### src/rtl/wsfr_pkg.sv
// wsfr_pkg: types, codes and helpers of the websocket frame receiver.
// Used by websocket_frame_receiver; depends on nothing.
package wsfr_pkg;

  localparam int LenW   = 21;
  localparam int HdrW   = 4;
  localparam int CountW = 4;

  localparam logic [LenW-1:0] FragLimitReset = 21'd16384;
  localparam logic [LenW-1:0] MaxFrameReset  = 21'd65536;
  localparam logic [LenW-1:0] LenSat         = '1;

  // header parse phases
  typedef enum logic [5:0] {
    PH_HDR0  = 6'b000001,
    PH_HDR1  = 6'b000010,
    PH_EXT16 = 6'b000100,
    PH_EXT64 = 6'b001000,
    PH_MASK  = 6'b010000,
    PH_DATA  = 6'b100000
  } phase_t;

  // result kinds
  localparam logic [1:0] KIND_DATA  = 2'd0;
  localparam logic [1:0] KIND_PING  = 2'd1;
  localparam logic [1:0] KIND_CLOSE = 2'd2;
  localparam logic [1:0] KIND_ERROR = 2'd3;

  // error codes
  localparam logic [1:0] ERR_RSV1      = 2'd0;
  localparam logic [1:0] ERR_RSV23     = 2'd1;
  localparam logic [1:0] ERR_FRAG_LIM  = 2'd2;
  localparam logic [1:0] ERR_TOO_LARGE = 2'd3;

  // opcodes
  localparam logic [3:0] OP_TEXT    = 4'h1;
  localparam logic [3:0] OP_BINARY  = 4'h2;
  localparam logic [3:0] OP_CONTROL = 4'h8;
  localparam logic [3:0] OP_CLOSE   = 4'h8;
  localparam logic [3:0] OP_PING    = 4'h9;

  // 7-bit length escapes
  localparam logic [6:0] LEN_EXT16 = 7'd126;
  localparam logic [6:0] LEN_EXT64 = 7'd127;

  // header sizes in bytes
  localparam logic [HdrW-1:0] HDR_BASE  = 4'd2;
  localparam logic [HdrW-1:0] HDR_EXT16 = 4'd4;
  localparam logic [HdrW-1:0] HDR_EXT64 = 4'd10;
  localparam logic [HdrW-1:0] HDR_KEY   = 4'd4;

  localparam logic [CountW-1:0] CNT_EXT16 = 4'd2;
  localparam logic [CountW-1:0] CNT_EXT64 = 4'd8;
  localparam logic [CountW-1:0] CNT_KEY   = 4'd4;

  typedef struct packed {
    logic [1:0] kind;
    logic       has_byte;
    logic [7:0] payload_byte;
    logic       is_binary;
    logic       last;
    logic [1:0] error_code;
  } res_t;

  function automatic res_t mk_res(input logic [1:0] kind, input logic has,
                                  input logic [7:0] data, input logic bin,
                                  input logic last, input logic [1:0] err);
    res_t r;
    r.kind         = kind;
    r.has_byte     = has;
    r.payload_byte = data;
    r.is_binary    = bin;
    r.last         = last;
    r.error_code   = err;
    return r;
  endfunction

endpackage

### src/rtl/websocket_frame_receiver.sv
// websocket_frame_receiver: receive-side websocket deframer, one byte per word.
// Depends on wsfr_pkg.
// Result words pass through a registered queue and leave it in order.
// Throughput: one byte per cycle while in_ready is high; a byte can cause two
// result words, and in_ready drops while the 4-entry result queue has under 2 free.
// Reset (rst, synchronous): parser to first header byte, queue empty, registers defaults.
module websocket_frame_receiver (
  input  logic                     clk,
  input  logic                     rst,
  // byte input
  input  logic                     in_valid,
  output logic                     in_ready,
  input  logic [7:0]               rx_byte,
  // result output
  output logic                     out_valid,
  input  logic                     out_ready,
  output logic [1:0]               kind,
  output logic                     has_byte,
  output logic [7:0]               payload_byte,
  output logic                     is_binary,
  output logic                     last,
  output logic [1:0]               error_code,
  // configuration writes
  input  logic                     cfg_we,
  input  logic                     cfg_index,
  input  logic [wsfr_pkg::LenW-1:0] cfg_data
);

  localparam int QDepth = 4;
  localparam int QPtrW  = $clog2(QDepth);
  localparam int QCntW  = QPtrW + 1;

  // configuration
  logic [wsfr_pkg::LenW-1:0] fragment_limit;
  logic [wsfr_pkg::LenW-1:0] max_frame_bytes;

  // parser state
  wsfr_pkg::phase_t            phase, phase_next;
  logic                        fin_flag, fin_flag_next;
  logic [3:0]                  frame_op, frame_op_next;
  logic                        mask_on, mask_on_next;
  logic [wsfr_pkg::CountW-1:0] field_cnt, field_cnt_next;
  // frame length: low 21 bits plus a flag for anything above them; any
  // frame beyond 21 bits fails the size check so the upper bits never matter
  logic [wsfr_pkg::LenW-1:0]   len_lo, len_lo_next;
  logic                        len_big, len_big_next;
  logic [wsfr_pkg::LenW-1:0]   pay_pos, pay_pos_next;
  logic [31:0]                 mask_word, mask_word_next;
  logic                        frag_active, frag_active_next;
  logic [3:0]                  frag_op, frag_op_next;
  logic [wsfr_pkg::LenW-1:0]   frag_total, frag_total_next;
  logic                        dead, dead_next;

  // per-byte results
  wsfr_pkg::res_t step_res [2];
  logic [1:0]     step_cnt;

  // result queue
  wsfr_pkg::res_t     q_mem [QDepth];
  logic [QPtrW-1:0]   q_wp, q_rp;
  logic [QCntW-1:0]   q_cnt, q_cnt_next;

  logic in_fire, out_fire;

  assign in_ready = (q_cnt <= QCntW'(QDepth - 2));
  assign in_fire  = in_valid && in_ready;
  assign out_fire = out_valid && out_ready;

  // ------------------------------------------------------------------
  // Byte decode: all header/payload work for one byte, single pass.
  // ------------------------------------------------------------------
  always_comb begin
    logic                        do_len;
    logic                        do_begin;
    logic                        do_fin;
    logic                        empty;
    logic [wsfr_pkg::HdrW-1:0]   hdr_len;
    logic [wsfr_pkg::LenW:0]     need;
    logic [7:0]                  ub;
    logic [3:0]                  msg_op;
    logic                        frag_path;
    logic                        msg_ok;
    logic                        end_f;

    phase_next       = phase;
    fin_flag_next    = fin_flag;
    frame_op_next    = frame_op;
    mask_on_next     = mask_on;
    field_cnt_next   = field_cnt;
    len_lo_next      = len_lo;
    len_big_next     = len_big;
    pay_pos_next     = pay_pos;
    mask_word_next   = mask_word;
    frag_active_next = frag_active;
    frag_op_next     = frag_op;
    frag_total_next  = frag_total;
    dead_next        = dead;
    step_res[0]      = '0;
    step_res[1]      = '0;
    step_cnt         = '0;

    do_len   = 1'b0;
    do_begin = 1'b0;
    do_fin   = 1'b0;
    empty    = 1'b0;
    hdr_len  = wsfr_pkg::HDR_BASE;
    need     = '0;
    ub       = rx_byte;
    end_f    = 1'b0;

    msg_op    = frag_active ? frag_op : frame_op;
    frag_path = (frame_op < wsfr_pkg::OP_CONTROL) && (frag_active || !fin_flag);
    msg_ok    = (msg_op == wsfr_pkg::OP_TEXT) || (msg_op == wsfr_pkg::OP_BINARY);

    if (in_fire && !dead) begin
      unique case (phase)
        wsfr_pkg::PH_HDR0: begin
          if (rx_byte[6]) begin
            dead_next = 1'b1;
            step_res[step_cnt[0]] = wsfr_pkg::mk_res(wsfr_pkg::KIND_ERROR, 1'b0, 8'd0,
                                                     1'b0, 1'b0, wsfr_pkg::ERR_RSV1);
            step_cnt = step_cnt + 2'd1;
          end else if (rx_byte[5:4] != 2'b00) begin
            dead_next = 1'b1;
            step_res[step_cnt[0]] = wsfr_pkg::mk_res(wsfr_pkg::KIND_ERROR, 1'b0, 8'd0,
                                                     1'b0, 1'b0, wsfr_pkg::ERR_RSV23);
            step_cnt = step_cnt + 2'd1;
          end else begin
            fin_flag_next = rx_byte[7];
            frame_op_next = rx_byte[3:0];
            phase_next    = wsfr_pkg::PH_HDR1;
          end
        end
        wsfr_pkg::PH_HDR1: begin
          mask_on_next   = rx_byte[7];
          mask_word_next = '0;
          pay_pos_next   = '0;
          field_cnt_next = '0;
          len_lo_next    = '0;
          len_big_next   = 1'b0;
          if (rx_byte[6:0] == wsfr_pkg::LEN_EXT16) begin
            phase_next = wsfr_pkg::PH_EXT16;
          end else if (rx_byte[6:0] == wsfr_pkg::LEN_EXT64) begin
            phase_next = wsfr_pkg::PH_EXT64;
          end else begin
            len_lo_next = wsfr_pkg::LenW'(rx_byte[6:0]);
            do_len      = 1'b1;
          end
        end
        wsfr_pkg::PH_EXT16,
        wsfr_pkg::PH_EXT64: begin
          len_big_next   = len_big || (len_lo[wsfr_pkg::LenW-1 -: 8] != 8'd0);
          len_lo_next    = {len_lo[wsfr_pkg::LenW-9:0], rx_byte};
          field_cnt_next = field_cnt + wsfr_pkg::CountW'(1);
          hdr_len        = (phase == wsfr_pkg::PH_EXT16) ? wsfr_pkg::HDR_EXT16
                                                         : wsfr_pkg::HDR_EXT64;
          if (field_cnt_next == ((phase == wsfr_pkg::PH_EXT16) ? wsfr_pkg::CNT_EXT16
                                                                : wsfr_pkg::CNT_EXT64)) begin
            do_len = 1'b1;
          end
        end
        wsfr_pkg::PH_MASK: begin
          mask_word_next = {mask_word[23:0], rx_byte};
          field_cnt_next = field_cnt + wsfr_pkg::CountW'(1);
          if (field_cnt_next >= wsfr_pkg::CNT_KEY) begin
            do_begin = 1'b1;
          end
        end
        wsfr_pkg::PH_DATA: begin
          if (mask_on) begin
            ub = rx_byte ^ 8'(mask_word >> {~pay_pos[1:0], 3'b000});
          end
          pay_pos_next = pay_pos + wsfr_pkg::LenW'(1);
          end_f        = (pay_pos_next >= len_lo);
          if (frame_op == wsfr_pkg::OP_PING) begin
            step_res[step_cnt[0]] = wsfr_pkg::mk_res(wsfr_pkg::KIND_PING, 1'b1, ub,
                                                     1'b0, end_f, 2'd0);
            step_cnt = step_cnt + 2'd1;
          end else if (frame_op < wsfr_pkg::OP_CONTROL) begin
            if (frag_path && (frag_total != wsfr_pkg::LenSat)) begin
              frag_total_next = frag_total + wsfr_pkg::LenW'(1);
            end
            if (msg_ok) begin
              step_res[step_cnt[0]] = wsfr_pkg::mk_res(wsfr_pkg::KIND_DATA, 1'b1, ub,
                                                       msg_op == wsfr_pkg::OP_BINARY,
                                                       end_f && fin_flag, 2'd0);
              step_cnt = step_cnt + 2'd1;
            end
          end
          do_fin = end_f;
        end
        default: begin
          phase_next = wsfr_pkg::PH_HDR0;
        end
      endcase

      // length known: size check, then key or payload
      if (do_len) begin
        if (mask_on_next) begin
          hdr_len = hdr_len + wsfr_pkg::HDR_KEY;
        end
        need = (wsfr_pkg::LenW+1)'(len_lo_next) + (wsfr_pkg::LenW+1)'(hdr_len);
        if (len_big_next || (need > {1'b0, max_frame_bytes})) begin
          dead_next  = 1'b1;
          phase_next = wsfr_pkg::PH_HDR0;
          step_res[step_cnt[0]] = wsfr_pkg::mk_res(wsfr_pkg::KIND_ERROR, 1'b0, 8'd0,
                                                   1'b0, 1'b0, wsfr_pkg::ERR_TOO_LARGE);
          step_cnt = step_cnt + 2'd1;
        end else begin
          field_cnt_next = '0;
          if (mask_on_next) begin
            phase_next = wsfr_pkg::PH_MASK;
          end else begin
            do_begin = 1'b1;
          end
        end
      end

      // payload start; an empty frame finishes at once
      if (do_begin) begin
        pay_pos_next = '0;
        if (len_lo_next == '0) begin
          do_fin = 1'b1;
          empty  = 1'b1;
        end else begin
          phase_next = wsfr_pkg::PH_DATA;
        end
      end

      // frame end
      if (do_fin) begin
        phase_next = wsfr_pkg::PH_HDR0;
        if (frame_op == wsfr_pkg::OP_CLOSE) begin
          dead_next = 1'b1;
          step_res[step_cnt[0]] = wsfr_pkg::mk_res(wsfr_pkg::KIND_CLOSE, 1'b0, 8'd0,
                                                   1'b0, 1'b0, 2'd0);
          step_cnt = step_cnt + 2'd1;
        end else if (frame_op == wsfr_pkg::OP_PING) begin
          if (empty) begin
            step_res[step_cnt[0]] = wsfr_pkg::mk_res(wsfr_pkg::KIND_PING, 1'b0, 8'd0,
                                                     1'b0, 1'b1, 2'd0);
            step_cnt = step_cnt + 2'd1;
          end
        end else if (frame_op < wsfr_pkg::OP_CONTROL) begin
          if (fin_flag && empty && msg_ok) begin
            step_res[step_cnt[0]] = wsfr_pkg::mk_res(wsfr_pkg::KIND_DATA, 1'b0, 8'd0,
                                                     msg_op == wsfr_pkg::OP_BINARY,
                                                     1'b1, 2'd0);
            step_cnt = step_cnt + 2'd1;
          end
          if (frag_path) begin
            if (fin_flag) begin
              frag_active_next = 1'b0;
              frag_total_next  = '0;
            end else begin
              if (!frag_active) begin
                frag_active_next = 1'b1;
                frag_op_next     = frame_op;
              end
              if (frag_total_next >= fragment_limit) begin
                dead_next = 1'b1;
                step_res[step_cnt[0]] = wsfr_pkg::mk_res(wsfr_pkg::KIND_ERROR, 1'b0, 8'd0,
                                                         1'b0, 1'b0,
                                                         wsfr_pkg::ERR_FRAG_LIM);
                step_cnt = step_cnt + 2'd1;
              end
            end
          end
        end
      end
    end
  end

  // ------------------------------------------------------------------
  // Parser and configuration registers
  // ------------------------------------------------------------------
  always_ff @(posedge clk) begin
    if (rst) begin
      fragment_limit  <= wsfr_pkg::FragLimitReset;
      max_frame_bytes <= wsfr_pkg::MaxFrameReset;
      phase           <= wsfr_pkg::PH_HDR0;
      fin_flag        <= 1'b0;
      frame_op        <= '0;
      mask_on         <= 1'b0;
      field_cnt       <= '0;
      len_lo          <= '0;
      len_big         <= 1'b0;
      pay_pos         <= '0;
      mask_word       <= '0;
      frag_active     <= 1'b0;
      frag_op         <= '0;
      frag_total      <= '0;
      dead            <= 1'b0;
    end else begin
      if (cfg_we) begin
        if (cfg_index == 1'b0) begin
          fragment_limit <= cfg_data;
        end else begin
          max_frame_bytes <= cfg_data;
        end
      end
      phase       <= phase_next;
      fin_flag    <= fin_flag_next;
      frame_op    <= frame_op_next;
      mask_on     <= mask_on_next;
      field_cnt   <= field_cnt_next;
      len_lo      <= len_lo_next;
      len_big     <= len_big_next;
      pay_pos     <= pay_pos_next;
      mask_word   <= mask_word_next;
      frag_active <= frag_active_next;
      frag_op     <= frag_op_next;
      frag_total  <= frag_total_next;
      dead        <= dead_next;
    end
  end

  // ------------------------------------------------------------------
  // Result queue: up to two words in per byte; while out_ready is high, one word out per cycle
  // ------------------------------------------------------------------
  always_comb begin
    q_cnt_next = q_cnt + QCntW'(step_cnt) - QCntW'(out_fire);
  end

  always_ff @(posedge clk) begin
    if (rst) begin
      q_wp  <= '0;
      q_rp  <= '0;
      q_cnt <= '0;
    end else begin
      q_wp  <= q_wp + QPtrW'(step_cnt);
      q_rp  <= q_rp + QPtrW'(out_fire);
      q_cnt <= q_cnt_next;
    end
  end

  always_ff @(posedge clk) begin
    if (step_cnt != 2'd0) begin
      q_mem[q_wp] <= step_res[0];
    end
    if (step_cnt == 2'd2) begin
      q_mem[q_wp + QPtrW'(1)] <= step_res[1];
    end
  end

  assign out_valid    = (q_cnt != '0);
  assign kind         = q_mem[q_rp].kind;
  assign has_byte     = q_mem[q_rp].has_byte;
  assign payload_byte = q_mem[q_rp].payload_byte;
  assign is_binary    = q_mem[q_rp].is_binary;
  assign last         = q_mem[q_rp].last;
  assign error_code   = q_mem[q_rp].error_code;

endmodule

### config.mk
export PLATFORM = sky130hd
export DESIGN_NAME = websocket_frame_receiver
export DESIGN_NICKNAME = d
export VERILOG_FILES = /design/src/rtl/wsfr_pkg.sv /design/src/rtl/websocket_frame_receiver.sv
export SDC_FILE = /design/constraint.sdc
export NUM_CORES = 1
export LEC_CHECK = 0
export BUFFER_PORTS_ARGS = -buffer_cell sky130_fd_sc_hd__buf_4
export CORE_MARGIN = 2
export CORE_UTILIZATION = 40
export CTS_BUF_LIST = sky130_fd_sc_hd__clkbuf_4 sky130_fd_sc_hd__clkbuf_8 sky130_fd_sc_hd__clkbuf_16
export CTS_CLUSTER_DIAMETER = 80
export DETAILED_ROUTE_END_ITERATION = 6
export GPL_ROUTABILITY_DRIVEN = 0
export GPL_TIMING_DRIVEN = 0
export SYNTH_ARGS = -nofsm -noshare
export SYNTH_HDL_FRONTEND = slang
export SYNTH_SLANG_ARGS = --single-unit
export TNS_END_PERCENT = 1
### constraint.sdc
create_clock -name clk -period 13.2 [get_ports clk]
set_clock_uncertainty 0.1 [all_clocks]
set_input_delay 0.66 -clock clk [delete_from_list [all_inputs] [get_ports clk]]
set_output_delay 0.66 -clock clk [all_outputs]
set_load 0.02 [all_outputs]
==> reports/results.tsv <==
metric	value	unit
crit_fanout	15	
crit_path_end_kind	register	
most_frequently_used_cell_type_in_the_post_synthesis_netlist	sky130_fd_sc_hd__nor2_1	
route.antenna.remaining_nets	0	
yosys-top-cells-count	173 x sky130_fd_sc_hd__nor2_1, 167 x sky130_fd_sc_hd__dfxtp_1, 157 x sky130_fd_sc_hd__nand2_1	
synth_async_sr_flop_share	0	%
design.die.area	35560	µm²
whs	0.2709	ns
n_antenna_cell	0	
total_leakage_power	5.776	nW
fillCellCount	3325	
cts.sink_count	227	
syn_area	13630	µm²
clock_path_buffers	3	
post-cts-setup-buffer-count	0	
slowest_delay	0.66	ns
postSynth.topFlopCell	sky130_fd_sc_hd__dfxtp_1	
timing.max_slew.rel_slack	34.60	%
maxClockFrequency	0.1002	GHz
synth_edf_count	60	
setup-violations-final	0	
post-synth-top-area-fraction	24.53	%
postCtsHoldBufs	0	
yosysWarnings	0	
finalSetupTns	0	ns
worst-endpoint-required	13.26	ns
clkLatencyLatePin	0.54	ns
synth_area_leader_cell	sky130_fd_sc_hd__dfxtp_1	
via_count	11750	
htree_num_levels	1	
final_layout_size_suffix_gt1_share	11.14	%
least_margin_pin_slew	0.9803	ns
setup_ws	3.224	ns
grt_overflow_total	0	
start_util	40.64	%
die_height	188.6	µm
post_drt_via_cell_ratio	5.620	
cp-start-kind	register	
ys_seq_elements	227	
worstSetupPathType	reg -> reg	
netlist_top_cells_area	sky130_fd_sc_hd__dfxtp_1 25%, sky130_fd_sc_hd__edfxtp_1 13%, sky130_fd_sc_hd__ha_1 7.3%, sky130_fd_sc_hd__nor2_1 4.8%, sky130_fd_sc_hd__nand2_1 4.3%	
period_share	75.57	%
synth.avg_cell_area	8.826	µm²
first_global_vias	11330	
routed_wire_length_per_instance	18.71	µm
synth_seq_area_share	37.75	%
finalNetCount	1739	
finalHoldViolations	0	
clk_transition_reported_paths	0.06	ns
post-route-util	46.40	%
std_cell_rows	67	
arrival	10.04	ns
initialDrtViolationCount	923	
syn_nets	1661	
grt_pass1_wl	62100	µm
final.min_clock_period	9.976	ns
critPathMostFrequentCell	sky130_fd_sc_hd__ha_1	
gates_resized_cts_repair	0	
cts_tree	done	
unrepaired_setup_endpoints_after_global_routing	no	
die-width	188.6	µm
cp_slowest_cell	sky130_fd_sc_hd__or4_1	
status	finished clean	
globalRouteTotalUtil	21.83	%
timing.max_cap.violations	0	
grt_max_degree	16	
finalWirelength	39120	µm
synthCells	1544	
detailed_place_hpwl	28840	µm
cts_inserted_buffers	27	
core_area	33530	µm²
antenna_found_initial	0	
port_buffers	49	
cts_root_buffer	sky130_fd_sc_hd__clkbuf_16	
detail_route.first_pass.iterations	7	
peakVddDrop	0.09564	mV
pre_cts_ws	3.351	ns
area_growth	14.18	%
min_path_type	in -> reg	
fin_total_pwr	2.123	mW
slew_violations	0	
drc_violations	0	
power-per-cell-area	136.5	nW/µm²
yosysUniqueCellTypes	89	
design.portCount	52	
power breakdown:
| part | internal [mW] | total [mW] | switching [mW] |
|---|---|---|---|
| sequential | 0.757 | 0.785 | 0.0280 |
| clock | 0.523 | 0.826 | 0.303 |
| combinational | 0.197 | 0.512 | 0.315 |
worst max-delay path: cells and delay by family (launching register included):
family	cells	cell delay, ns
buffers and inverters	4	1.03
adder cells (fa/ha/maj)	4	1.25
AO/OA/AOI/OAI	11	2.38
flip-flops	1	0.31
multiplexers	3	1.00
AND/OR/NAND/NOR	7	2.83
XOR/XNOR	3	0.67
cells by family after synthesis:
logic type	synth area share (%)
buffers and inverters	5.453
xor gates and xnor gates	5.013
DFF	37.75
muxes	6.840
AOI/OAI and AO/OA	17.05
and+or+nand+nor	20.25
adders and majority gates	7.639
final timing paths:
check,start,slack (ns),to,depth (start not counted)
hold / removal,cfg_data[14],0.27,fragment_limit[14],2
setup / recovery,phase[2],3.22,q_mem[0][10],32
setup reg to reg,phase[2],3.22,q_mem[0][10],32
hold reg to reg,max_frame_bytes[18],0.35,max_frame_bytes[18],2
final cells by class:
cell class | instances | area (µm²) | area share [%]
clock inverters | 15 | 232.7 | 1.496
flip-flops and latches | 227 | 5145 | 33.07
inverters | 85 | 319.1 | 2.051
repair buffers | 49 | 367.9 | 2.364
clock buffers | 35 | 760.7 | 4.889
well taps | 448 | 560.5 | 3.602
plain buffers | 97 | 424.2 | 2.726
multi-input cells | 1135 | 7750 | 49.81
per-layer routing:
metal	up-vias	track usage, %	share of wire [%]
met5	-	0	0
li1	5722	-	-
met2	363	36.55	46
met1	5585	28.94	44
met3	82	3.036	5.8
met4	0	7.452	3.6
cells in the final DEF (no fill, tap or decap), types with 13 or more instances in the layout:
cell / netlist / layout
sky130_fd_sc_hd__nand4_1: 18 / 18
sky130_fd_sc_hd__a311oi_1: 14 / 14
sky130_fd_sc_hd__nor3b_1: 14 / 14
sky130_fd_sc_hd__edfxtp_1: 60 / 60
sky130_fd_sc_hd__a21o_1: 17 / 17
sky130_fd_sc_hd__dfxtp_1: 167 / 167
sky130_fd_sc_hd__nor3_1: 56 / 56
sky130_fd_sc_hd__nor2_1: 173 / 173
sky130_fd_sc_hd__nor4_1: 20 / 20
sky130_fd_sc_hd__buf_4: 4 / 53
sky130_fd_sc_hd__a22oi_1: 54 / 54
sky130_fd_sc_hd__xor2_1: 35 / 35
sky130_fd_sc_hd__nor2b_1: 16 / 15
sky130_fd_sc_hd__clkbuf_16: 0 / 27
sky130_fd_sc_hd__xnor2_1: 43 / 43
sky130_fd_sc_hd__mux4_2: 23 / 23
sky130_fd_sc_hd__a211oi_1: 25 / 25
sky130_fd_sc_hd__ha_1: 80 / 80
sky130_fd_sc_hd__mux2i_1: 22 / 22
sky130_fd_sc_hd__o21ai_0: 55 / 55
sky130_fd_sc_hd__nand3_1: 43 / 43
sky130_fd_sc_hd__and2_1: 13 / 13
sky130_fd_sc_hd__clkbuf_1: 76 / 76
sky130_fd_sc_hd__a21oi_1: 105 / 105
sky130_fd_sc_hd__inv_1: 83 / 83
sky130_fd_sc_hd__mux2_2: 16 / 16
sky130_fd_sc_hd__nand2_1: 157 / 157
flip-flops by register name, indices dropped and copies added (netlist names), 4 cells and up:
register         count
field_cnt            4
frag_op              4
frag_total          21
fragment_limit      21
frame_op             4
len_lo              21
mask_word           32
max_frame_bytes     21
pay_pos             21
phase                6
q_mem               60
metrics by stage:
step	cells	instance area, µm²
2_1_floorplan	1544	13630
3_3_place_gp	2041	14560
3_5_place_dp	2041	14570
4_1_cts	2091	15560
5_1_grt	2091	15560
6_report	2091	15560
(Power assumes the default switching activity.)
